===== src/rtl/nrth_queue.sv =====
// ----------------------------------------------------------------------------
// nrth_queue
// small first-in first-out queue with push/full and pop/empty sides
// ----------------------------------------------------------------------------
module nrth_queue #(
    parameter int WIDTH = 8,
    parameter int DEPTH = 2
) (
    input  logic             clk,
    input  logic             rst_n,
    input  logic             push,
    input  logic [WIDTH-1:0] wdata,
    output logic             full,
    input  logic             pop,
    output logic [WIDTH-1:0] rdata,
    output logic             empty
);

    localparam int PTR_W = (DEPTH > 1) ? $clog2(DEPTH) : 1;
    localparam int CNT_W = $clog2(DEPTH + 1);

    logic [WIDTH-1:0] mem [DEPTH];
    logic [PTR_W-1:0] wr_ptr_reg;
    logic [PTR_W-1:0] rd_ptr_reg;
    logic [CNT_W-1:0] cnt_reg;
    logic [PTR_W-1:0] wr_ptr_next;
    logic [PTR_W-1:0] rd_ptr_next;
    logic [CNT_W-1:0] cnt_next;
    logic             do_push;
    logic             do_pop;

    assign full    = (cnt_reg == CNT_W'(DEPTH));
    assign empty   = (cnt_reg == '0);
    assign do_push = push && !full;
    assign do_pop  = pop && !empty;
    assign rdata   = mem[rd_ptr_reg];

    always_comb
    begin
        wr_ptr_next = wr_ptr_reg;
        rd_ptr_next = rd_ptr_reg;
        cnt_next    = cnt_reg;
        if (do_push)
        begin
            wr_ptr_next = (wr_ptr_reg == PTR_W'(DEPTH - 1)) ? '0 : wr_ptr_reg + 1'b1;
        end
        if (do_pop)
        begin
            rd_ptr_next = (rd_ptr_reg == PTR_W'(DEPTH - 1)) ? '0 : rd_ptr_reg + 1'b1;
        end
        if (do_push && !do_pop)
        begin
            cnt_next = cnt_reg + 1'b1;
        end
        else if (do_pop && !do_push)
        begin
            cnt_next = cnt_reg - 1'b1;
        end
    end

    always_ff @(posedge clk or negedge rst_n)
    begin
        if (!rst_n)
        begin
            wr_ptr_reg <= '0;
            rd_ptr_reg <= '0;
            cnt_reg    <= '0;
        end
        else
        begin
            wr_ptr_reg <= wr_ptr_next;
            rd_ptr_reg <= rd_ptr_next;
            cnt_reg    <= cnt_next;
        end
    end

    always_ff @(posedge clk)
    begin
        if (do_push)
        begin
            mem[wr_ptr_reg] <= wdata;
        end
    end

endmodule


===== config.mk =====
export PLATFORM = sky130hd
export DESIGN_NAME = nrth_queue
export DESIGN_NICKNAME = d
export VERILOG_FILES = /design/src/rtl/nrth_queue.sv
export SDC_FILE = /design/constraint.sdc
export NUM_CORES = 1
export LEC_CHECK = 0
export BUFFER_PORTS_ARGS = -buffer_cell sky130_fd_sc_hd__buf_2
export CAP_MARGIN = 40
export CORE_UTILIZATION = 45
export CTS_CLUSTER_DIAMETER = 50
export CTS_CLUSTER_SIZE = 16
export DETAILED_ROUTE_END_ITERATION = 8
export PLACE_DENSITY = 0.77
export SYNTH_ARGS = -nofsm -noshare
export SYNTH_HDL_FRONTEND = slang
export SYNTH_SLANG_ARGS = --single-unit

===== constraint.sdc =====
create_clock -name clk -period 2.3 [get_ports clk]
set_clock_uncertainty 0.2 [all_clocks]
set_input_delay 0.46 -clock clk [delete_from_list [all_inputs] [get_ports clk]]
set_output_delay 0.46 -clock clk [all_outputs]
set_load 0.01 [all_outputs]

==> qor.yml <==
synth:
  synth_seq_cells: 20
  yosysMostFrequentCell: "edfxtp_1"
  yosys-top-cells-count: "edfxtp_1, mux2_1, dfrtp_1, nor2_1"
  netlist_instances: 44
  ys_seq_area_frac: 0.7424
  synth.largest_area_cell: "edfxtp_1"
  yosys_most_used_dff: "edfxtp_1"
  ys_async_sr_fraction: 0.2000
  synth_top_area_frac: 0.6144
  yosysWarnings: 0
  synth_nets: 57
  synth_cell_types: 15
  synthesis.area_um2: 782.0
  synth_edf_count: 16
  synth.avg_cell_area_um2: 17.77
  netlist_top_cells_area: "edfxtp_1, dfrtp_1, mux2_1"
timing:
  finalCriticalPeriod_ns: 2.043
  slew_headroom: 0.7251
  tns_ns: 0
  fin_crit_sh: 0.8880
  setup_viol: 0
  hold_viol: 0
  rsz0062_at_grt: "no"
  tightest_slew_ns: 0.4123
  fmax_ghz: 0.4896
  drv_slew: 0
place:
  place_congestion: 0.6998
  hpwl_um: 881.5
  portBuffers: 21
  dpl-instance-area_um2: 909.6
floorplanning:
  core_area_um2: 1559
  start_util: 0.5016
  die_w_um: 43.69
  die_area_um2: 1908
  rows: 14
  chipHeight_um: 43.69
  ioPinCount: 22
final_layout:
  antennaDiodeCount: 0
  final_layout_size_suffix_gt1_frac: 0.4143
  largest_reg_flops: 16
  design_area_um2: 945.9
  nets: 84
  syn_to_final_growth_pct: 20.96
routing:
  drt-initial-drc-count: 2
  viasPerCell: 5.047
  drtAntennaViolNets: 0
  drt-wirelength-per-cell_um: 13.86
  drt-met1-wl_um: 473
  top_layer: "met4"
  met3_wirelength_um: 48
  vias: 434
  routed_wl_um: 1192
  route.detailed.drc: 0
  first_pass_iters: 2
  wl_met2_um: 653
worst_setup_path:
  crit_buf_inv: 1
  cp_slowest_stage_delay_ns: 0.58
  cp_slowest_cell: "dfrtp_1"
  worst-endpoint-required_ns: 1.64
  worst-endpoint-arrival_ns: 1.38
  path_delay_family: "flip-flops"
  cp_max_fo: 9
  path_cells: "mux2_2, buf_2"
  cp-end-kind: "output port"
  timing_worst_setup_path_type: "reg2out"
  start_kind: "flip-flop"
global_route:
  grt_pass1_vias: 444
  antenna_found_initial: 0
  grt-ovfl-total: 0
  grt_pass1_wl_um: 1890
  grt_max_degree: 12
  track_usage: 0.1502
cts:
  cts_resized: 0
  cts.sinks: 20
  root_buffer: "clkbuf_4"
  clk_path_buf_depth: 2
  clkLatencyLatePin_ns: 0.29
  cts_tree: "yes"
  cts_buffers: 3
  htreeDepth: 1
  cts.clk_slew.worst_paths_ns: 0.10
pwr:
  ir_drop_uv: 670.7
  powerDensity_nw_per_um2: 1184
  leakagePower_nw: 0.3990
  finalPower_mw: 1.120
status:
  outcome: "completed"
run:
  drv_cap: 0
worst_hold_path:
  hold_class: "in2reg"
what timing repair did:
action / 4_1_cts / 5_1_grt
hold buffers: 1 / 0
hold endpoints to repair: 4 / 0
buffers inserted: 0 / 0
routing by layer:
layer,GRT usage,vias up
met4,0.1063,0
met2,0.2716,12
met5,0,-
met1,0.1437,210
li1,-,210
met3,0.04167,2
report_power, final:
part / switching (mW) / internal (mW) / total, mW
registers: 0.0789 / 0.506 / 0.585
logic: 0.181 / 0.194 / 0.375
clock network: 0.0981 / 0.0630 / 0.161
metrics by stage:
| step | util | setup slack (ns) | std cells | hold WS (ns) |
|---|---|---|---|---|
| floorplan | - | 0.7079 | 44 | -0.03559 |
| global placement | 0.5835 | 0.5909 | 81 | 0.06707 |
| detailed placement | 0.5835 | 0.5640 | 81 | 0.07225 |
| CTS | 0.6067 | 0.2280 | 86 | 0.1437 |
| global route | 0.6067 | 0.1759 | 86 | 0.1293 |
| finish | 0.6067 | 0.2575 | 86 | 0.1519 |
area by class of cell:
| class | instances | area [um^2] |
|---|---|---|
| Fill cell | 133 | 613.1 |
| Sequential cell | 20 | 580.6 |
| Multi-Input combinational cell | 21 | 188.9 |
| Timing Repair Buffer | 23 | 122.6 |
| Clock buffer | 3 | 22.52 |
| Tap cell | 16 | 20.02 |
| Inverter | 2 | 7.507 |
| Clock inverter | 1 | 3.754 |
kinds of logic (layout without fill, tap and decap cells):
logic type,count (synthesis),count (layout),share of synthesized area
buffers and inverters,3,29,0.01600
multiplexers,8,8,0.1152
adder cells (fa/ha/maj),1,1,0.01600
AND/OR/NAND/NOR,6,6,0.03841
XOR/XNOR,5,5,0.06561
flip-flops,20,20,0.7424
AO/OA/AOI/OAI,1,1,0.006394
placed cells by master (no fill, tap or decap):
master         netlist  final
and3_1               1      1
mux2_2               2      2
o21ai_1              1      1
dfrtp_1              4      4
nand2b_1             1      1
dlygate4sd3_1        0      1
xnor2_2              1      1
xnor2_1              2      2
edfxtp_1            16     16
xor2_1               2      2
buf_4                0      1
nand2_2              1      1
clkinv_1             0      1
mux2_1               6      6
inv_1                2      2
buf_2                1     21
clkbuf_4             0      3
nor2_1               3      3
ha_1                 1      1
path summary, 6_finish.rpt:
path	startpoint	end	slack, ns	cells after the start
min	wdata[2]	mem[1][2]	0.15	1
max	rd_ptr_reg	rdata[2]	0.26	2
min reg2reg	cnt_reg[1]	cnt_reg[1]	0.33	1
min in group asynchronous	rst_n	wr_ptr_reg	0.30	2
max reg2reg	cnt_reg[0]	cnt_reg[1]	0.62	6
max in group asynchronous	rst_n	cnt_reg[0]	1.48	2
worst register-to-register path: cells and delay by family, from the launching register on:
family                     cells  cell delay (ns)
and+or+nand+nor                3             0.47
DFF                            1             0.45
xor gates and xnor gates       1             0.15
buffers and inverters          1             0.05
adders and majority gates      1             0.29
(Power assumes the default switching activity.)
