**config.mk**
```make
export PLATFORM = sky130hd
export DESIGN_NAME = nrth_front
export DESIGN_NICKNAME = d
export VERILOG_FILES = /design/src/rtl/nrth_pkg.sv /design/src/rtl/nrth_queue.sv /design/src/rtl/nrth_front.sv
export SDC_FILE = /design/constraint.sdc
export NUM_CORES = 1
export LEC_CHECK = 0
export BUFFER_PORTS_ARGS = -buffer_cell sky130_fd_sc_hd__buf_4
export CAP_MARGIN = 20
export CORE_MARGIN = 8
export CORE_UTILIZATION = 45
export DETAILED_ROUTE_END_ITERATION = 6
export GPL_TIMING_DRIVEN = 0
export PLACE_DENSITY_LB_ADDON = 0.05
export SLEW_MARGIN = 5
export SYNTH_ARGS = -nofsm -noshare
export SYNTH_HDL_FRONTEND = slang
export SYNTH_SLANG_ARGS = --single-unit
```
**constraint.sdc**
```tcl
create_clock -name clk -period 17.35 [get_ports clk]
set_input_delay 2.6025 -clock clk [delete_from_list [all_inputs] [get_ports clk]]
set_output_delay 2.6025 -clock clk [all_outputs]
set_load 0.01 [all_outputs]
```
**src/rtl/nrth_pkg.sv**
```systemverilog
// ----------------------------------------------------------------------------
// nrth_pkg
// widths, codes, queue payload types and the multiply sequence table
// ----------------------------------------------------------------------------
package nrth_pkg;

    localparam int VTX_W     = 32;
    localparam int D_W       = 18;
    localparam int E_W       = 33;
    localparam int H_W       = 52;
    localparam int Q_W       = 67;
    localparam int DOT_W     = 87;
    localparam int TN_W      = 102;
    localparam int ACC_W     = 104;
    localparam int AB_W      = 88;
    localparam int ST_W      = 103;
    localparam int TS_W      = 119;
    localparam int CMP_W     = 120;
    localparam int DIST_W    = 31;
    localparam int IDX_W     = 16;
    localparam int CFG_W     = 32;
    localparam int CFG_IDX_W = 3;
    localparam int MUL_STEPS = 33;
    localparam int NUM_OPS   = 24;
    localparam int DIV_STEPS = 31;

    localparam int DEF_MAX_TRIANGLES = 65536;
    localparam int DEF_TRI_DEPTH     = 2;
    localparam int DEF_RES_DEPTH     = 2;

    localparam int DET_EPS = 28147497;
    localparam logic [DIST_W-1:0] DIST_MAX = '1;

    // configuration register indexes
    localparam logic [CFG_IDX_W-1:0] REG_ORIGIN_X = 3'd0;
    localparam logic [CFG_IDX_W-1:0] REG_ORIGIN_Y = 3'd1;
    localparam logic [CFG_IDX_W-1:0] REG_ORIGIN_Z = 3'd2;
    localparam logic [CFG_IDX_W-1:0] REG_DIR_X    = 3'd3;
    localparam logic [CFG_IDX_W-1:0] REG_DIR_Y    = 3'd4;
    localparam logic [CFG_IDX_W-1:0] REG_DIR_Z    = 3'd5;
    localparam logic [D_W-1:0] DIR_Z_RESET = 18'h30000;

    // wide multiplicand select
    localparam logic [3:0] A_E2X = 4'd0;
    localparam logic [3:0] A_E2Y = 4'd1;
    localparam logic [3:0] A_E2Z = 4'd2;
    localparam logic [3:0] A_SX  = 4'd3;
    localparam logic [3:0] A_SY  = 4'd4;
    localparam logic [3:0] A_SZ  = 4'd5;
    localparam logic [3:0] A_HX  = 4'd6;
    localparam logic [3:0] A_HY  = 4'd7;
    localparam logic [3:0] A_HZ  = 4'd8;
    localparam logic [3:0] A_QX  = 4'd9;
    localparam logic [3:0] A_QY  = 4'd10;
    localparam logic [3:0] A_QZ  = 4'd11;

    // serial multiplier select
    localparam logic [3:0] B_DX  = 4'd0;
    localparam logic [3:0] B_DY  = 4'd1;
    localparam logic [3:0] B_DZ  = 4'd2;
    localparam logic [3:0] B_E1X = 4'd3;
    localparam logic [3:0] B_E1Y = 4'd4;
    localparam logic [3:0] B_E1Z = 4'd5;
    localparam logic [3:0] B_SX  = 4'd6;
    localparam logic [3:0] B_SY  = 4'd7;
    localparam logic [3:0] B_SZ  = 4'd8;
    localparam logic [3:0] B_E2X = 4'd9;
    localparam logic [3:0] B_E2Y = 4'd10;
    localparam logic [3:0] B_E2Z = 4'd11;

    // product destination
    localparam logic [3:0] DST_H0 = 4'd0;
    localparam logic [3:0] DST_H1 = 4'd1;
    localparam logic [3:0] DST_H2 = 4'd2;
    localparam logic [3:0] DST_Q0 = 4'd3;
    localparam logic [3:0] DST_Q1 = 4'd4;
    localparam logic [3:0] DST_Q2 = 4'd5;
    localparam logic [3:0] DST_A  = 4'd6;
    localparam logic [3:0] DST_UN = 4'd7;
    localparam logic [3:0] DST_VN = 4'd8;
    localparam logic [3:0] DST_TN = 4'd9;

    typedef struct packed {
        logic [3:0] asel;
        logic [3:0] bsel;
        logic       sub;
        logic       first;
        logic [3:0] dst;
    } op_ctrl_t;

    typedef struct packed {
        logic [2:0][E_W-1:0] e1;
        logic [2:0][E_W-1:0] e2;
        logic [2:0][E_W-1:0] s;
        logic                last;
    } tri_t;

    typedef struct packed {
        logic              hit;
        logic [DIST_W-1:0] distance;
        logic [IDX_W-1:0]  idx;
    } result_t;

    // h = d x e2, q = s x e1, then a, un, vn, tn as dot products
    function automatic op_ctrl_t op_entry(input logic [4:0] idx);
        op_ctrl_t c;
        case (idx)
            5'd0:    c = '{A_E2Z, B_DY,  1'b0, 1'b1, DST_H0};
            5'd1:    c = '{A_E2Y, B_DZ,  1'b1, 1'b0, DST_H0};
            5'd2:    c = '{A_E2X, B_DZ,  1'b0, 1'b1, DST_H1};
            5'd3:    c = '{A_E2Z, B_DX,  1'b1, 1'b0, DST_H1};
            5'd4:    c = '{A_E2Y, B_DX,  1'b0, 1'b1, DST_H2};
            5'd5:    c = '{A_E2X, B_DY,  1'b1, 1'b0, DST_H2};
            5'd6:    c = '{A_SY,  B_E1Z, 1'b0, 1'b1, DST_Q0};
            5'd7:    c = '{A_SZ,  B_E1Y, 1'b1, 1'b0, DST_Q0};
            5'd8:    c = '{A_SZ,  B_E1X, 1'b0, 1'b1, DST_Q1};
            5'd9:    c = '{A_SX,  B_E1Z, 1'b1, 1'b0, DST_Q1};
            5'd10:   c = '{A_SX,  B_E1Y, 1'b0, 1'b1, DST_Q2};
            5'd11:   c = '{A_SY,  B_E1X, 1'b1, 1'b0, DST_Q2};
            5'd12:   c = '{A_HX,  B_E1X, 1'b0, 1'b1, DST_A};
            5'd13:   c = '{A_HY,  B_E1Y, 1'b0, 1'b0, DST_A};
            5'd14:   c = '{A_HZ,  B_E1Z, 1'b0, 1'b0, DST_A};
            5'd15:   c = '{A_HX,  B_SX,  1'b0, 1'b1, DST_UN};
            5'd16:   c = '{A_HY,  B_SY,  1'b0, 1'b0, DST_UN};
            5'd17:   c = '{A_HZ,  B_SZ,  1'b0, 1'b0, DST_UN};
            5'd18:   c = '{A_QX,  B_DX,  1'b0, 1'b1, DST_VN};
            5'd19:   c = '{A_QY,  B_DY,  1'b0, 1'b0, DST_VN};
            5'd20:   c = '{A_QZ,  B_DZ,  1'b0, 1'b0, DST_VN};
            5'd21:   c = '{A_QX,  B_E2X, 1'b0, 1'b1, DST_TN};
            5'd22:   c = '{A_QY,  B_E2Y, 1'b0, 1'b0, DST_TN};
            default: c = '{A_QZ,  B_E2Z, 1'b0, 1'b0, DST_TN};
        endcase
        return c;
    endfunction

endpackage

```
**src/rtl/nrth_queue.sv**
```systemverilog
// ----------------------------------------------------------------------------
// nrth_queue
// small first-in first-out queue with push/full and pop/empty sides
// ----------------------------------------------------------------------------
module nrth_queue #(
    parameter int WIDTH = 8,
    parameter int DEPTH = 2
) (
    input  logic             clk,
    input  logic             rst_n,
    input  logic             push,
    input  logic [WIDTH-1:0] wdata,
    output logic             full,
    input  logic             pop,
    output logic [WIDTH-1:0] rdata,
    output logic             empty
);

    localparam int PTR_W = (DEPTH > 1) ? $clog2(DEPTH) : 1;
    localparam int CNT_W = $clog2(DEPTH + 1);

    logic [WIDTH-1:0] mem [DEPTH];
    logic [PTR_W-1:0] wr_ptr_reg;
    logic [PTR_W-1:0] rd_ptr_reg;
    logic [CNT_W-1:0] cnt_reg;
    logic [PTR_W-1:0] wr_ptr_next;
    logic [PTR_W-1:0] rd_ptr_next;
    logic [CNT_W-1:0] cnt_next;
    logic             do_push;
    logic             do_pop;

    assign full    = (cnt_reg == CNT_W'(DEPTH));
    assign empty   = (cnt_reg == '0);
    assign do_push = push && !full;
    assign do_pop  = pop && !empty;
    assign rdata   = mem[rd_ptr_reg];

    always_comb
    begin
        wr_ptr_next = wr_ptr_reg;
        rd_ptr_next = rd_ptr_reg;
        cnt_next    = cnt_reg;
        if (do_push)
        begin
            wr_ptr_next = (wr_ptr_reg == PTR_W'(DEPTH - 1)) ? '0 : wr_ptr_reg + 1'b1;
        end
        if (do_pop)
        begin
            rd_ptr_next = (rd_ptr_reg == PTR_W'(DEPTH - 1)) ? '0 : rd_ptr_reg + 1'b1;
        end
        if (do_push && !do_pop)
        begin
            cnt_next = cnt_reg + 1'b1;
        end
        else if (do_pop && !do_push)
        begin
            cnt_next = cnt_reg - 1'b1;
        end
    end

    always_ff @(posedge clk or negedge rst_n)
    begin
        if (!rst_n)
        begin
            wr_ptr_reg <= '0;
            rd_ptr_reg <= '0;
            cnt_reg    <= '0;
        end
        else
        begin
            wr_ptr_reg <= wr_ptr_next;
            rd_ptr_reg <= rd_ptr_next;
            cnt_reg    <= cnt_next;
        end
    end

    always_ff @(posedge clk)
    begin
        if (do_push)
        begin
            mem[wr_ptr_reg] <= wdata;
        end
    end

endmodule

```
**src/rtl/nrth_front.sv**
```systemverilog
// ----------------------------------------------------------------------------
// nrth_front
// takes triangles, forms edges and origin offset, queues them for the back
// ----------------------------------------------------------------------------
module nrth_front
    import nrth_pkg::*;
#(
    parameter int QUEUE_DEPTH = DEF_TRI_DEPTH
) (
    input  logic                    clk,
    input  logic                    rst_n,
    input  logic                    push,
    output logic                    full,
    input  logic signed [VTX_W-1:0] v0_x,
    input  logic signed [VTX_W-1:0] v0_y,
    input  logic signed [VTX_W-1:0] v0_z,
    input  logic signed [VTX_W-1:0] v1_x,
    input  logic signed [VTX_W-1:0] v1_y,
    input  logic signed [VTX_W-1:0] v1_z,
    input  logic signed [VTX_W-1:0] v2_x,
    input  logic signed [VTX_W-1:0] v2_y,
    input  logic signed [VTX_W-1:0] v2_z,
    input  logic                    last_triangle,
    input  logic signed [VTX_W-1:0] origin_x,
    input  logic signed [VTX_W-1:0] origin_y,
    input  logic signed [VTX_W-1:0] origin_z,
    input  logic                    tri_pop,
    output logic                    tri_empty,
    output tri_t                    tri_data
);

    tri_t tri_in;
    logic [$bits(tri_t)-1:0] tri_rdata;

    always_comb
    begin
        tri_in.e1[0] = E_W'(v1_x) - E_W'(v0_x);
        tri_in.e1[1] = E_W'(v1_y) - E_W'(v0_y);
        tri_in.e1[2] = E_W'(v1_z) - E_W'(v0_z);
        tri_in.e2[0] = E_W'(v2_x) - E_W'(v0_x);
        tri_in.e2[1] = E_W'(v2_y) - E_W'(v0_y);
        tri_in.e2[2] = E_W'(v2_z) - E_W'(v0_z);
        tri_in.s[0]  = E_W'(origin_x) - E_W'(v0_x);
        tri_in.s[1]  = E_W'(origin_y) - E_W'(v0_y);
        tri_in.s[2]  = E_W'(origin_z) - E_W'(v0_z);
        tri_in.last  = last_triangle;
    end

    nrth_queue #(
        .WIDTH ($bits(tri_t)),
        .DEPTH (QUEUE_DEPTH)
    ) u_tri_queue (
        .clk   (clk),
        .rst_n (rst_n),
        .push  (push),
        .wdata (tri_in),
        .full  (full),
        .pop   (tri_pop),
        .rdata (tri_rdata),
        .empty (tri_empty)
    );

    assign tri_data = tri_t'(tri_rdata);

endmodule

```
==> impl_metrics.yaml <==
setup_path:
  cp_cell_sequence: "clkbuf_2, clkbuf_1, clkbuf_1, mux2_2, buf_4"
  crit_required_ns: 14.75
  critPathCaptureType: "primary output"
  crit_path_start_kind: "flip-flop"
  critPathSlowestCell: "clkbuf_1"
  critical_path.max_stage_delay_ns: 0.77
  crit_fanout: 10
  crit_top_cell: "clkbuf_1"
  arrival_ns: 3.48
  critPathKind: "flip-flop to primary output"
logic_synthesis:
  synth_top_area_cell: "edfxtp_1"
  synth.area.top_cells: "edfxtp_1, ha_1, mux2_2, xnor2_1, a21oi_1"
  synth_most_common_cell: "edfxtp_1"
  syn_nets: 3661
  synth-main-ff-cell: "edfxtp_1"
  synth_top_area_share_pct: 50.1
  synth_seq_cells: 600
  synth-seq-area-share_pct: 50.4
  syn_inst: 2974
  synth_edf_count: 596
  synth_warnings: 0
  yosys-top-cells-count: "edfxtp_1, mux2_2, ha_1"
  avgSynthCellArea_um2: 12.0
  yosysUniqueCellTypes: 73
  async_reset_ff_share_pct: 0.667
  syn_area_um2: 35700
finish:
  utilization_pct: 57.3
  area_growth_pct: 26.3
  instances_no_fill: 4893
  final_nets: 4439
  layout-drive-gt1-share_pct: 29.5
  largest_reg_flops: 596
clock_tree:
  clock-sinks: 600
  post_cts_buffers: 0
  cts_buffer_depth: 3
  cts_resized: 0
  cts_tree: "done"
  root_buffer: "clkbuf_16"
  clk_pin_slew_worst_paths_ns: 0.06
  clock_latency_ns: 0.61
  cts_buffers: 71
  hold_buffers: 0
  htree_levels: 3
grt:
  grt_pass1_wl_um: 164000
  grt_pass1_vias: 27700
  grt_start_max_net_pins: 58
  overflow: 0
  grt_use_total_pct: 24.0
  antenna_found_initial: 39
power_and_ir_drop:
  sw_frac_of_total_pct: 32.8
  vdd_drop_max_uv: 79.4
  power.net_switching_w: 0.00204
  combPwrFrac_pct: 40.0
  p_leak_nw: 18.7
  p_per_area_nw_per_um2: 138
  p_seq_share_pct: 34.9
  p_total_w: 0.00621
  p_int_w: 0.00417
  clkPwrFrac_pct: 25.1
timing:
  slew_violations: 0
  finalCritPeriodShare_pct: 35.0
  relSlewSlack_pct: 37.0
  worst_pin_slew_ns: 0.945
  fin_crit_ns: 6.08
  hold_violations: 0
  fmax_ghz: 0.165
  finClkSkew_ns: 0.0145
  setup_viol: 0
  rsz0062_at_grt: "false"
floorplanning:
  dieHeight_um: 298
  die_area_um2: 88600
  die-width_um: 298
  rows: 103
  initial_core_util_pct: 45.3
  io_pins: 689
  coreArea_um2: 78700
run:
  maxCapViolations: 0
drt:
  drc: 0
  totalWireLength_um: 111000
  viasPerCell: 5.48
  wl_per_cell_um: 22.7
  vias: 26800
  ant_nets: 0
  dr.pass1.iters: 5
  drt_iter0_markers: 1690
place:
  io_buffers: 688
  gp_congestion: 0.916
  dp.cells: 4729
  dp_hpwl_um: 89400
outcome:
  run_status: "complete, no violations"
min_path:
  hp-class: "flip-flop to flip-flop"
power groups by stage:
stage	clock network [W]	registers, W	logic [W]
after floorplan	0	0.00233	0.00133
after global placement	0	0.00245	0.00242
after detailed placement	0	0.00220	0.00251
after CTS	0.00159	0.00217	0.00253
after global routing	0.00165	0.00220	0.00268
final	0.00156	0.00217	0.00249
path summary, 6_finish.rpt:
kind	from	end	slack (ns)	depth (start not counted)
max in group asynchronous	rst_n	u_tri_queue.rd_ptr_reg	15.44	1
min reg2reg	u_tri_queue.cnt_reg[1]	u_tri_queue.cnt_reg[1]	0.54	1
max reg2reg	u_tri_queue.cnt_reg[0]	u_tri_queue.mem[0][245]	14.64	7
max	u_tri_queue.rd_ptr_reg	tri_data[132]	11.27	5
min in group asynchronous	rst_n	u_tri_queue.wr_ptr_reg	1.80	1
min	u_tri_queue.cnt_reg[1]	u_tri_queue.cnt_reg[1]	0.54	1
kinds of logic after synthesis:
kind of cell	synth area share (%)
AOI/OAI and AO/OA	13.1
xor gates and xnor gates	6.21
adders and majority gates	10.6
buffers and inverters	2.58
DFF	50.4
muxes	9.46
and+or+nand+nor	7.65
cell usage in the layout (no fill, tap or decap), drive strengths merged, types with 17 or more instances in the layout:
cell,n
xnor2,160
o21ai,116
o21bai,29
inv,193
buf,710
nor2b,38
o31ai,20
a21o,115
nand3,58
nand2,154
o21a,42
nand2b,26
ha,289
clkinv,17
mux2,298
nor2,119
o211ai,19
a21oi,236
clkbuf,146
nor3,41
xor2,93
edfxtp,596
a31oi,25
and3,26
nand4,31
diode,35
critical path: cells and delay by family, from the launching register on:
family	cells	cell delay, ns
buffers and inverters	4	2.09
muxes	1	0.42
DFF	1	0.34
through the flow:
stage	hold slack, ns	TNS, ns	cell area (um^2)	setup WS (ns)
after detailed placement	0.531	0	42600	11.13
after global placement	0.475	-2040.65	42200	-6.90
after floorplan	0.461	0	35700	1.36
after global routing	0.566	0	45100	11.05
after CTS	0.540	0	45000	11.05
final	0.535	0	45100	11.27
per-layer routing:
layer  routed length (um)  track usage [%]
met1                40500             25.7
met2                56400             42.6
met3                 9390             7.85
met4                 4830             11.2
met5                   54                0
area by class of cell:
type,count,area [um^2]
Sequential cell,600,18000
Multi-Input combinational cell,2129,16800
Timing Repair Buffer,705,5550
Clock inverter,32,428
Buffer,54,204
Clock buffer,97,2000
Inverter,191,717
Fill cell,6701,33700
Tap cell,1050,1310
Antenna cell,35,87.6
Note: power is estimated with default switching activity, not from simulation.
