**config.mk**
```make
export PLATFORM = sky130hd
export DESIGN_NAME = nrth_back
export DESIGN_NICKNAME = d
export VERILOG_FILES = /design/src/rtl/nrth_pkg.sv /design/src/rtl/nrth_back.sv
export SDC_FILE = /design/constraint.sdc
export NUM_CORES = 2
export LEC_CHECK = 0
export BUFFER_PORTS_ARGS = -buffer_cell sky130_fd_sc_hd__buf_2
export CORE_MARGIN = 10
export CORE_UTILIZATION = 55
export DETAILED_ROUTE_END_ITERATION = 7
export GPL_ROUTABILITY_DRIVEN = 0
export PLACE_DENSITY = 0.83
export SLEW_MARGIN = 20
export SYNTH_ARGS = -nofsm -noshare
export SYNTH_HDL_FRONTEND = slang
export SYNTH_SLANG_ARGS = --single-unit
```
**constraint.sdc**
```tcl
create_clock -name clk -period 48.9 [get_ports clk]
set_input_delay 4.89 -clock clk [delete_from_list [all_inputs] [get_ports clk]]
set_output_delay 4.89 -clock clk [all_outputs]
set_load 0.01 [all_outputs]
```
**src/rtl/nrth_pkg.sv**
```systemverilog
// ----------------------------------------------------------------------------
// nrth_pkg
// widths, codes, queue payload types and the multiply sequence table
// ----------------------------------------------------------------------------
package nrth_pkg;

    localparam int VTX_W     = 32;
    localparam int D_W       = 18;
    localparam int E_W       = 33;
    localparam int H_W       = 52;
    localparam int Q_W       = 67;
    localparam int DOT_W     = 87;
    localparam int TN_W      = 102;
    localparam int ACC_W     = 104;
    localparam int AB_W      = 88;
    localparam int ST_W      = 103;
    localparam int TS_W      = 119;
    localparam int CMP_W     = 120;
    localparam int DIST_W    = 31;
    localparam int IDX_W     = 16;
    localparam int CFG_W     = 32;
    localparam int CFG_IDX_W = 3;
    localparam int MUL_STEPS = 33;
    localparam int NUM_OPS   = 24;
    localparam int DIV_STEPS = 31;

    localparam int DEF_MAX_TRIANGLES = 65536;
    localparam int DEF_TRI_DEPTH     = 2;
    localparam int DEF_RES_DEPTH     = 2;

    localparam int DET_EPS = 28147497;
    localparam logic [DIST_W-1:0] DIST_MAX = '1;

    // configuration register indexes
    localparam logic [CFG_IDX_W-1:0] REG_ORIGIN_X = 3'd0;
    localparam logic [CFG_IDX_W-1:0] REG_ORIGIN_Y = 3'd1;
    localparam logic [CFG_IDX_W-1:0] REG_ORIGIN_Z = 3'd2;
    localparam logic [CFG_IDX_W-1:0] REG_DIR_X    = 3'd3;
    localparam logic [CFG_IDX_W-1:0] REG_DIR_Y    = 3'd4;
    localparam logic [CFG_IDX_W-1:0] REG_DIR_Z    = 3'd5;
    localparam logic [D_W-1:0] DIR_Z_RESET = 18'h30000;

    // wide multiplicand select
    localparam logic [3:0] A_E2X = 4'd0;
    localparam logic [3:0] A_E2Y = 4'd1;
    localparam logic [3:0] A_E2Z = 4'd2;
    localparam logic [3:0] A_SX  = 4'd3;
    localparam logic [3:0] A_SY  = 4'd4;
    localparam logic [3:0] A_SZ  = 4'd5;
    localparam logic [3:0] A_HX  = 4'd6;
    localparam logic [3:0] A_HY  = 4'd7;
    localparam logic [3:0] A_HZ  = 4'd8;
    localparam logic [3:0] A_QX  = 4'd9;
    localparam logic [3:0] A_QY  = 4'd10;
    localparam logic [3:0] A_QZ  = 4'd11;

    // serial multiplier select
    localparam logic [3:0] B_DX  = 4'd0;
    localparam logic [3:0] B_DY  = 4'd1;
    localparam logic [3:0] B_DZ  = 4'd2;
    localparam logic [3:0] B_E1X = 4'd3;
    localparam logic [3:0] B_E1Y = 4'd4;
    localparam logic [3:0] B_E1Z = 4'd5;
    localparam logic [3:0] B_SX  = 4'd6;
    localparam logic [3:0] B_SY  = 4'd7;
    localparam logic [3:0] B_SZ  = 4'd8;
    localparam logic [3:0] B_E2X = 4'd9;
    localparam logic [3:0] B_E2Y = 4'd10;
    localparam logic [3:0] B_E2Z = 4'd11;

    // product destination
    localparam logic [3:0] DST_H0 = 4'd0;
    localparam logic [3:0] DST_H1 = 4'd1;
    localparam logic [3:0] DST_H2 = 4'd2;
    localparam logic [3:0] DST_Q0 = 4'd3;
    localparam logic [3:0] DST_Q1 = 4'd4;
    localparam logic [3:0] DST_Q2 = 4'd5;
    localparam logic [3:0] DST_A  = 4'd6;
    localparam logic [3:0] DST_UN = 4'd7;
    localparam logic [3:0] DST_VN = 4'd8;
    localparam logic [3:0] DST_TN = 4'd9;

    typedef struct packed {
        logic [3:0] asel;
        logic [3:0] bsel;
        logic       sub;
        logic       first;
        logic [3:0] dst;
    } op_ctrl_t;

    typedef struct packed {
        logic [2:0][E_W-1:0] e1;
        logic [2:0][E_W-1:0] e2;
        logic [2:0][E_W-1:0] s;
        logic                last;
    } tri_t;

    typedef struct packed {
        logic              hit;
        logic [DIST_W-1:0] distance;
        logic [IDX_W-1:0]  idx;
    } result_t;

    // h = d x e2, q = s x e1, then a, un, vn, tn as dot products
    function automatic op_ctrl_t op_entry(input logic [4:0] idx);
        op_ctrl_t c;
        case (idx)
            5'd0:    c = '{A_E2Z, B_DY,  1'b0, 1'b1, DST_H0};
            5'd1:    c = '{A_E2Y, B_DZ,  1'b1, 1'b0, DST_H0};
            5'd2:    c = '{A_E2X, B_DZ,  1'b0, 1'b1, DST_H1};
            5'd3:    c = '{A_E2Z, B_DX,  1'b1, 1'b0, DST_H1};
            5'd4:    c = '{A_E2Y, B_DX,  1'b0, 1'b1, DST_H2};
            5'd5:    c = '{A_E2X, B_DY,  1'b1, 1'b0, DST_H2};
            5'd6:    c = '{A_SY,  B_E1Z, 1'b0, 1'b1, DST_Q0};
            5'd7:    c = '{A_SZ,  B_E1Y, 1'b1, 1'b0, DST_Q0};
            5'd8:    c = '{A_SZ,  B_E1X, 1'b0, 1'b1, DST_Q1};
            5'd9:    c = '{A_SX,  B_E1Z, 1'b1, 1'b0, DST_Q1};
            5'd10:   c = '{A_SX,  B_E1Y, 1'b0, 1'b1, DST_Q2};
            5'd11:   c = '{A_SY,  B_E1X, 1'b1, 1'b0, DST_Q2};
            5'd12:   c = '{A_HX,  B_E1X, 1'b0, 1'b1, DST_A};
            5'd13:   c = '{A_HY,  B_E1Y, 1'b0, 1'b0, DST_A};
            5'd14:   c = '{A_HZ,  B_E1Z, 1'b0, 1'b0, DST_A};
            5'd15:   c = '{A_HX,  B_SX,  1'b0, 1'b1, DST_UN};
            5'd16:   c = '{A_HY,  B_SY,  1'b0, 1'b0, DST_UN};
            5'd17:   c = '{A_HZ,  B_SZ,  1'b0, 1'b0, DST_UN};
            5'd18:   c = '{A_QX,  B_DX,  1'b0, 1'b1, DST_VN};
            5'd19:   c = '{A_QY,  B_DY,  1'b0, 1'b0, DST_VN};
            5'd20:   c = '{A_QZ,  B_DZ,  1'b0, 1'b0, DST_VN};
            5'd21:   c = '{A_QX,  B_E2X, 1'b0, 1'b1, DST_TN};
            5'd22:   c = '{A_QY,  B_E2Y, 1'b0, 1'b0, DST_TN};
            default: c = '{A_QZ,  B_E2Z, 1'b0, 1'b0, DST_TN};
        endcase
        return c;
    endfunction

endpackage

```
**src/rtl/nrth_back.sv**
```systemverilog
// ----------------------------------------------------------------------------
// nrth_back
// serial multiply-accumulate sequencer, hit tests, divider and nearest hit
// ----------------------------------------------------------------------------
module nrth_back
    import nrth_pkg::*;
#(
    parameter int MAX_TRIANGLES = DEF_MAX_TRIANGLES
) (
    input  logic                  clk,
    input  logic                  rst_n,
    input  logic signed [D_W-1:0] dir_x,
    input  logic signed [D_W-1:0] dir_y,
    input  logic signed [D_W-1:0] dir_z,
    input  logic                  tri_empty,
    input  tri_t                  tri_data,
    output logic                  tri_pop,
    input  logic                  res_full,
    output logic                  res_push,
    output result_t               res_data
);

    localparam int CNT_W = $clog2(MAX_TRIANGLES);
    localparam logic [CNT_W:0] CNT_LIMIT = (CNT_W + 1)'(MAX_TRIANGLES);

    localparam logic [2:0] ST_IDLE = 3'd0;
    localparam logic [2:0] ST_LOAD = 3'd1;
    localparam logic [2:0] ST_MUL  = 3'd2;
    localparam logic [2:0] ST_NEG  = 3'd3;
    localparam logic [2:0] ST_TEST = 3'd4;
    localparam logic [2:0] ST_DIV  = 3'd5;
    localparam logic [2:0] ST_UPD  = 3'd6;
    localparam logic [2:0] ST_EMIT = 3'd7;

    // control
    logic [2:0]        state_reg, state_next;
    logic [4:0]        op_reg, op_next;
    logic [5:0]        bit_reg, bit_next;
    logic [4:0]        div_reg, div_next;
    logic              seen_reg, seen_next;
    logic [DIST_W-1:0] best_dist_reg, best_dist_next;
    logic [IDX_W-1:0]  best_idx_reg, best_idx_next;
    logic [CNT_W-1:0]  cnt_reg, cnt_next;

    // datapath
    tri_t                     tri_reg, tri_next;
    logic [ACC_W-1:0]         a_sh_reg, a_sh_next;
    logic [E_W-1:0]           b_sh_reg, b_sh_next;
    logic [ACC_W-1:0]         acc_reg, acc_next;
    logic [2:0][H_W-1:0]      h_reg, h_next;
    logic [2:0][Q_W-1:0]      q_reg, q_next;
    logic [DOT_W-1:0]         a_reg, a_next;
    logic [DOT_W-1:0]         un_reg, un_next;
    logic [DOT_W-1:0]         vn_reg, vn_next;
    logic [TN_W-1:0]          tn_reg, tn_next;
    logic signed [AB_W-1:0]   absa_reg, absa_next;
    logic signed [AB_W-1:0]   sun_reg, sun_next;
    logic signed [AB_W-1:0]   svn_reg, svn_next;
    logic signed [ST_W-1:0]   stn_reg, stn_next;
    logic [TS_W-1:0]          rem_reg, rem_next;
    logic [TS_W-1:0]          den_reg, den_next;
    logic [DIST_W-1:0]        quot_reg, quot_next;
    logic                     hit_reg, hit_next;
    logic [DIST_W-1:0]        t_reg, t_next;

    op_ctrl_t                 op_c;
    logic [ACC_W-1:0]         a_mux;
    logic [E_W-1:0]           b_mux;
    logic [ACC_W-1:0]         mul_term;
    logic                     mul_sub;
    logic [ACC_W-1:0]         acc_sum;
    logic signed [CMP_W-1:0]  c_abs, c_un, c_vn, c_uv, c_ts, c_lim, c_eps;
    logic                     miss;
    logic                     sat;
    logic                     div_ge;
    logic [DIST_W-1:0]        quot_sh;
    logic [CNT_W:0]           cnt_inc;

    always_comb
    begin
        op_c = op_entry(op_reg);
        case (op_c.asel)
            A_E2X:   a_mux = ACC_W'($signed(tri_reg.e2[0]));
            A_E2Y:   a_mux = ACC_W'($signed(tri_reg.e2[1]));
            A_E2Z:   a_mux = ACC_W'($signed(tri_reg.e2[2]));
            A_SX:    a_mux = ACC_W'($signed(tri_reg.s[0]));
            A_SY:    a_mux = ACC_W'($signed(tri_reg.s[1]));
            A_SZ:    a_mux = ACC_W'($signed(tri_reg.s[2]));
            A_HX:    a_mux = ACC_W'($signed(h_reg[0]));
            A_HY:    a_mux = ACC_W'($signed(h_reg[1]));
            A_HZ:    a_mux = ACC_W'($signed(h_reg[2]));
            A_QX:    a_mux = ACC_W'($signed(q_reg[0]));
            A_QY:    a_mux = ACC_W'($signed(q_reg[1]));
            A_QZ:    a_mux = ACC_W'($signed(q_reg[2]));
            default: a_mux = '0;
        endcase
        case (op_c.bsel)
            B_DX:    b_mux = E_W'(dir_x);
            B_DY:    b_mux = E_W'(dir_y);
            B_DZ:    b_mux = E_W'(dir_z);
            B_E1X:   b_mux = tri_reg.e1[0];
            B_E1Y:   b_mux = tri_reg.e1[1];
            B_E1Z:   b_mux = tri_reg.e1[2];
            B_SX:    b_mux = tri_reg.s[0];
            B_SY:    b_mux = tri_reg.s[1];
            B_SZ:    b_mux = tri_reg.s[2];
            B_E2X:   b_mux = tri_reg.e2[0];
            B_E2Y:   b_mux = tri_reg.e2[1];
            B_E2Z:   b_mux = tri_reg.e2[2];
            default: b_mux = '0;
        endcase

        // the top multiplier bit carries negative weight
        mul_term = b_sh_reg[0] ? a_sh_reg : '0;
        mul_sub  = (bit_reg == 6'(MUL_STEPS - 1)) ^ op_c.sub;
        acc_sum  = mul_sub ? acc_reg - mul_term : acc_reg + mul_term;

        c_abs = CMP_W'(absa_reg);
        c_un  = CMP_W'(sun_reg);
        c_vn  = CMP_W'(svn_reg);
        c_uv  = c_un + c_vn;
        c_ts  = CMP_W'(stn_reg) << 16;
        c_lim = c_abs << DIST_W;
        c_eps = CMP_W'(DET_EPS);
        miss  = (c_abs <= c_eps) || c_un[CMP_W-1] || (c_un > c_abs) || c_vn[CMP_W-1]
                || (c_uv > c_abs) || (c_ts <= c_abs);
        sat   = (c_ts >= c_lim);

        div_ge  = (rem_reg >= den_reg);
        quot_sh = {quot_reg[DIST_W-2:0], div_ge};
        cnt_inc = (CNT_W + 1)'(cnt_reg) + 1'b1;
    end

    always_comb
    begin
        state_next     = state_reg;
        op_next        = op_reg;
        bit_next       = bit_reg;
        div_next       = div_reg;
        seen_next      = seen_reg;
        best_dist_next = best_dist_reg;
        best_idx_next  = best_idx_reg;
        cnt_next       = cnt_reg;
        tri_next       = tri_reg;
        a_sh_next      = a_sh_reg;
        b_sh_next      = b_sh_reg;
        acc_next       = acc_reg;
        h_next         = h_reg;
        q_next         = q_reg;
        a_next         = a_reg;
        un_next        = un_reg;
        vn_next        = vn_reg;
        tn_next        = tn_reg;
        absa_next      = absa_reg;
        sun_next       = sun_reg;
        svn_next       = svn_reg;
        stn_next       = stn_reg;
        rem_next       = rem_reg;
        den_next       = den_reg;
        quot_next      = quot_reg;
        hit_next       = hit_reg;
        t_next         = t_reg;
        tri_pop        = 1'b0;
        res_push       = 1'b0;
        res_data       = '{seen_reg, best_dist_reg, best_idx_reg};

        case (state_reg)
            ST_IDLE:
            begin
                if (!tri_empty)
                begin
                    tri_pop    = 1'b1;
                    tri_next   = tri_data;
                    op_next    = '0;
                    state_next = ST_LOAD;
                end
            end
            ST_LOAD:
            begin
                a_sh_next = a_mux;
                b_sh_next = b_mux;
                bit_next  = '0;
                if (op_c.first)
                begin
                    acc_next = '0;
                end
                state_next = ST_MUL;
            end
            ST_MUL:
            begin
                acc_next  = acc_sum;
                a_sh_next = a_sh_reg << 1;
                b_sh_next = b_sh_reg >> 1;
                bit_next  = bit_reg + 1'b1;
                if (bit_reg == 6'(MUL_STEPS - 1))
                begin
                    case (op_c.dst)
                        DST_H0:  h_next[0] = acc_sum[H_W-1:0];
                        DST_H1:  h_next[1] = acc_sum[H_W-1:0];
                        DST_H2:  h_next[2] = acc_sum[H_W-1:0];
                        DST_Q0:  q_next[0] = acc_sum[Q_W-1:0];
                        DST_Q1:  q_next[1] = acc_sum[Q_W-1:0];
                        DST_Q2:  q_next[2] = acc_sum[Q_W-1:0];
                        DST_A:   a_next    = acc_sum[DOT_W-1:0];
                        DST_UN:  un_next   = acc_sum[DOT_W-1:0];
                        DST_VN:  vn_next   = acc_sum[DOT_W-1:0];
                        default: tn_next   = acc_sum[TN_W-1:0];
                    endcase
                    if (op_reg == 5'(NUM_OPS - 1))
                    begin
                        state_next = ST_NEG;
                    end
                    else
                    begin
                        op_next    = op_reg + 1'b1;
                        state_next = ST_LOAD;
                    end
                end
            end
            ST_NEG:
            begin
                // fold the determinant sign into the numerators
                if (a_reg[DOT_W-1])
                begin
                    absa_next = -AB_W'($signed(a_reg));
                    sun_next  = -AB_W'($signed(un_reg));
                    svn_next  = -AB_W'($signed(vn_reg));
                    stn_next  = -ST_W'($signed(tn_reg));
                end
                else
                begin
                    absa_next = AB_W'($signed(a_reg));
                    sun_next  = AB_W'($signed(un_reg));
                    svn_next  = AB_W'($signed(vn_reg));
                    stn_next  = ST_W'($signed(tn_reg));
                end
                state_next = ST_TEST;
            end
            ST_TEST:
            begin
                hit_next = !miss;
                if (miss)
                begin
                    state_next = ST_UPD;
                end
                else if (sat)
                begin
                    t_next     = DIST_MAX;
                    state_next = ST_UPD;
                end
                else
                begin
                    rem_next   = c_ts[TS_W-1:0];
                    den_next   = c_abs[TS_W-1:0] << (DIV_STEPS - 1);
                    quot_next  = '0;
                    div_next   = '0;
                    state_next = ST_DIV;
                end
            end
            ST_DIV:
            begin
                if (div_ge)
                begin
                    rem_next = rem_reg - den_reg;
                end
                den_next  = den_reg >> 1;
                quot_next = quot_sh;
                div_next  = div_reg + 1'b1;
                if (div_reg == 5'(DIV_STEPS - 1))
                begin
                    t_next     = quot_sh;
                    state_next = ST_UPD;
                end
            end
            ST_UPD:
            begin
                if (hit_reg && (!seen_reg || (t_reg < best_dist_reg)))
                begin
                    best_dist_next = t_reg;
                    best_idx_next  = IDX_W'(cnt_reg);
                    seen_next      = 1'b1;
                end
                cnt_next   = (cnt_inc == CNT_LIMIT) ? '0 : cnt_inc[CNT_W-1:0];
                state_next = tri_reg.last ? ST_EMIT : ST_IDLE;
            end
            ST_EMIT:
            begin
                if (!res_full)
                begin
                    res_push       = 1'b1;
                    seen_next      = 1'b0;
                    best_dist_next = DIST_MAX;
                    best_idx_next  = '0;
                    cnt_next       = '0;
                    state_next     = ST_IDLE;
                end
            end
            default:
            begin
                state_next = ST_IDLE;
            end
        endcase
    end

    always_ff @(posedge clk or negedge rst_n)
    begin
        if (!rst_n)
        begin
            state_reg     <= ST_IDLE;
            op_reg        <= '0;
            bit_reg       <= '0;
            div_reg       <= '0;
            seen_reg      <= 1'b0;
            best_dist_reg <= DIST_MAX;
            best_idx_reg  <= '0;
            cnt_reg       <= '0;
        end
        else
        begin
            state_reg     <= state_next;
            op_reg        <= op_next;
            bit_reg       <= bit_next;
            div_reg       <= div_next;
            seen_reg      <= seen_next;
            best_dist_reg <= best_dist_next;
            best_idx_reg  <= best_idx_next;
            cnt_reg       <= cnt_next;
        end
    end

    always_ff @(posedge clk)
    begin
        tri_reg  <= tri_next;
        a_sh_reg <= a_sh_next;
        b_sh_reg <= b_sh_next;
        acc_reg  <= acc_next;
        h_reg    <= h_next;
        q_reg    <= q_next;
        a_reg    <= a_next;
        un_reg   <= un_next;
        vn_reg   <= vn_next;
        tn_reg   <= tn_next;
        absa_reg <= absa_next;
        sun_reg  <= sun_next;
        svn_reg  <= svn_next;
        stn_reg  <= stn_next;
        rem_reg  <= rem_next;
        den_reg  <= den_next;
        quot_reg <= quot_next;
        hit_reg  <= hit_next;
        t_reg    <= t_next;
    end

endmodule

```
==> qor.csv <==
metric,value,unit
Synth top area share,52.2,%
Synth Flop Type,edfxtp_1,
drt wl/cell,26.6,um
FF-to-FF Start,sun_reg[18]$_DFFE_PN_,
iteration count of the initial detailed-routing pass,8,
Clock Skew,0.106,ns
Final period util,22.7,%
"Reg clk slew, reported paths",0.06,ns
Rows,164,
Die Ht,469,um
register area,59800,um^2
number of synthesized flops with an enable pin,1922,
sequential share of power,34.6,%
largest net degree at the start of global routing,210,
Worst VDD drop,92.1,uV
antenna violations before repair,34,
outcome,"finished, violations left",
max_slew headroom,15.7,%
num ports,406,
Worst Path Max Fanout,45,
Util after Layout,61.4,%
Ys Warns,0,
core area,200000,um^2
crit path max-delay cell type,buf_4,
hold path startpoint,vn_reg[0]$_DFFE_PP_,
Synth Instances,9735,
CP Data Required Time,44.01,ns
"commonest non-fill, non-tap cells in the layout","1922 x edfxtp_1, 788 x nand2_1, 721 x ha_1",
1st-iter DRT viols,13900,
failing checks,DRC,
full die area,220000,um^2
#FFs+latches synth,2005,
gr ovfl total,0,
worst slew pin tran,1.25,ns
Gate power share,48.0,%
Clock Sink Count,2005,
Post-Syn Area,111000,um^2
Tmin final,11.08,ns
CTS resizes,0,
Crit. End Element,output pin,
ys async rst share,4.14,%
CP Launch Type,primary input,
final count of hold timing violations,0,
switch share,43.8,%
Crit path arrival time,6.19,ns
clk_lat worst skew,0.91,ns
Via Count,87600,
HPWL Detailed,245000,um
layout cells sized above 1,10.1,%
H-tree levels,4,
cell accounting for the most synthesized area,edfxtp_1,
Port Buf Inserts,405,
Fillers,14500,
cell mode on critical path,buf_2,
syn avg cell area,11.4,um^2
maxcap violations,0,
Final WS setup,37.82,ns
Routed WL,342000,um
DIE WIDTH,469,um
Fin Setup TNS,0,ns
"commonest non-fill, non-tap cell in the layout",edfxtp_1,
Worst R2R Setup Slack,38.50,ns
Total GRT Usage,29.8,%
DRC,56,
Leak Pwr,0.0458,uW
Root Buffer,clkbuf_16,
buffer depth of the longest clock path,3,
Synth-to-Final Area Change,10.8,%
CTS Hold Bufs,0,
Hold Crit Class,reg2reg,
routed vias/inst,6.82,
P_sw,3990,uW
footprint of the multi-input gates,48200,um^2
clock power share,17.5,%
Initial Util,55.4,%
Critical Path Start,tri_empty,
CP cell instances,buf_2 -> nor4_2 -> buf_4 -> buf_2,
synth unique cells,90,
Routed Antenna Nets,0,
Layout Nets,11100,
Pwr Density,74.4,nW/um^2
dpl ws,37.87,ns
CP Class,in2out,
Num CTS Buffers,200,
max FFs per register,298,
highest clock rate,0.0902,GHz
syn_nets,10800,
# Post-CTS Setup Buffers,0,
Internal,5130,uW
CTS tree,built,
main area contributors after synthesis,"edfxtp_1 52%, ha_1 8.2%, xnor2_1 4.4%",
global-route wire length before repair,507000,um
Final setup viols,0,
RSZ-0062 raised after global routing,false,
vias in the first global route,84600,
Slew Limit Fails,0,
Critical Path Max Stage Delay,0.65,ns
sequential share of the synthesized area,54.1,%
==> per-stage QoR <==
step / hold slack, ns / power, uW / area (um^2) / instances
after floorplan: 0.426 / 5740 / 111000 / 9735
after global placement: 0.463 / 7100 / 116000 / 12500
after detailed placement: 0.473 / 7270 / 116000 / 12500
after CTS: 0.476 / 8880 / 122000 / 12800
after global routing: 0.490 / 9430 / 123000 / 12800
final: 0.486 / 9130 / 123000 / 12800
==> critical path, delay by kind of cell <==
| kind | cells | cell delay, ns |
|---|---|---|
| simple gates | 1 | 0.14 |
| buf+inv | 3 | 1.05 |
==> area by class of cell <==
| class | instances | share of cell area [%] |
|---|---|---|
| diodes | 25 | 0.0510 |
| well taps | 2656 | 2.71 |
| flip-flops and latches | 2005 | 48.8 |
| multi-input cells | 6876 | 39.3 |
| repair buffers | 511 | 2.34 |
| inverters | 403 | 1.23 |
| clock inverters | 119 | 1.25 |
| clock buffers | 250 | 4.36 |
==> path summary, 6_finish.rpt <==
check / end / cells after the start
hold reg to reg: svn_reg[0]$_DFFE_PN_ / 0
setup / recovery: tri_pop / 4
hold / removal: svn_reg[0]$_DFFE_PN_ / 0
min in group asynchronous: bit_reg[1]$_DFFE_PN0P_ / 1
max in group asynchronous: div_reg[1]$_DFFE_PN0P_ / 2
setup reg to reg: rem_reg[116]$_DFFE_PP_ / 28
==> power groups by stage <==
stage / clock network, uW / logic, uW / registers, uW
6_report: 1600 / 4380 / 3150
2_1_floorplan: 0 / 2500 / 3240
3_3_place_gp: 0 / 3940 / 3150
4_1_cts: 1590 / 4150 / 3140
5_1_grt: 1660 / 4600 / 3170
3_5_place_dp: 0 / 4100 / 3170
==> cell families (layout without fill, tap and decap cells) <==
| logic type | after synthesis | after routing | share of synthesized area [%] |
|---|---|---|---|
| compound gates | 2847 | 2847 | 17.2 |
| xor+xnor | 707 | 707 | 5.60 |
| fa+ha+maj | 724 | 724 | 8.21 |
| buf+inv | 854 | 1283 | 2.90 |
| flops | 2005 | 2005 | 54.1 |
| mux | 59 | 59 | 0.547 |
| other cells | 1 | 26 | 0.00339 |
| simple gates | 2538 | 2538 | 11.5 |
==> cell usage after synthesis, drive strengths merged (145+ instances only) <==
library cell,n
edfxtp,1922
o31ai,145
inv,401
o21ai,653
clkbuf,421
a221oi,170
a22o,211
nor2,479
nand3,157
xnor2,552
a21oi,595
and2,151
xor2,155
nand2,790
a21o,378
ha,721
nand4,257
==> per-layer routing <==
metal / up-vias / wire, um / GRT usage (%)
li1: 37800 / - / -
met1: 41400 / 118000 / 36.8
met2: 6860 / 153000 / 47.1
met3: 1606 / 44700 / 7.60
met4: 14 / 26200 / 18.5
met5: - / 167 / 0
No activity file was read; power rests on OpenSTA's default activity.
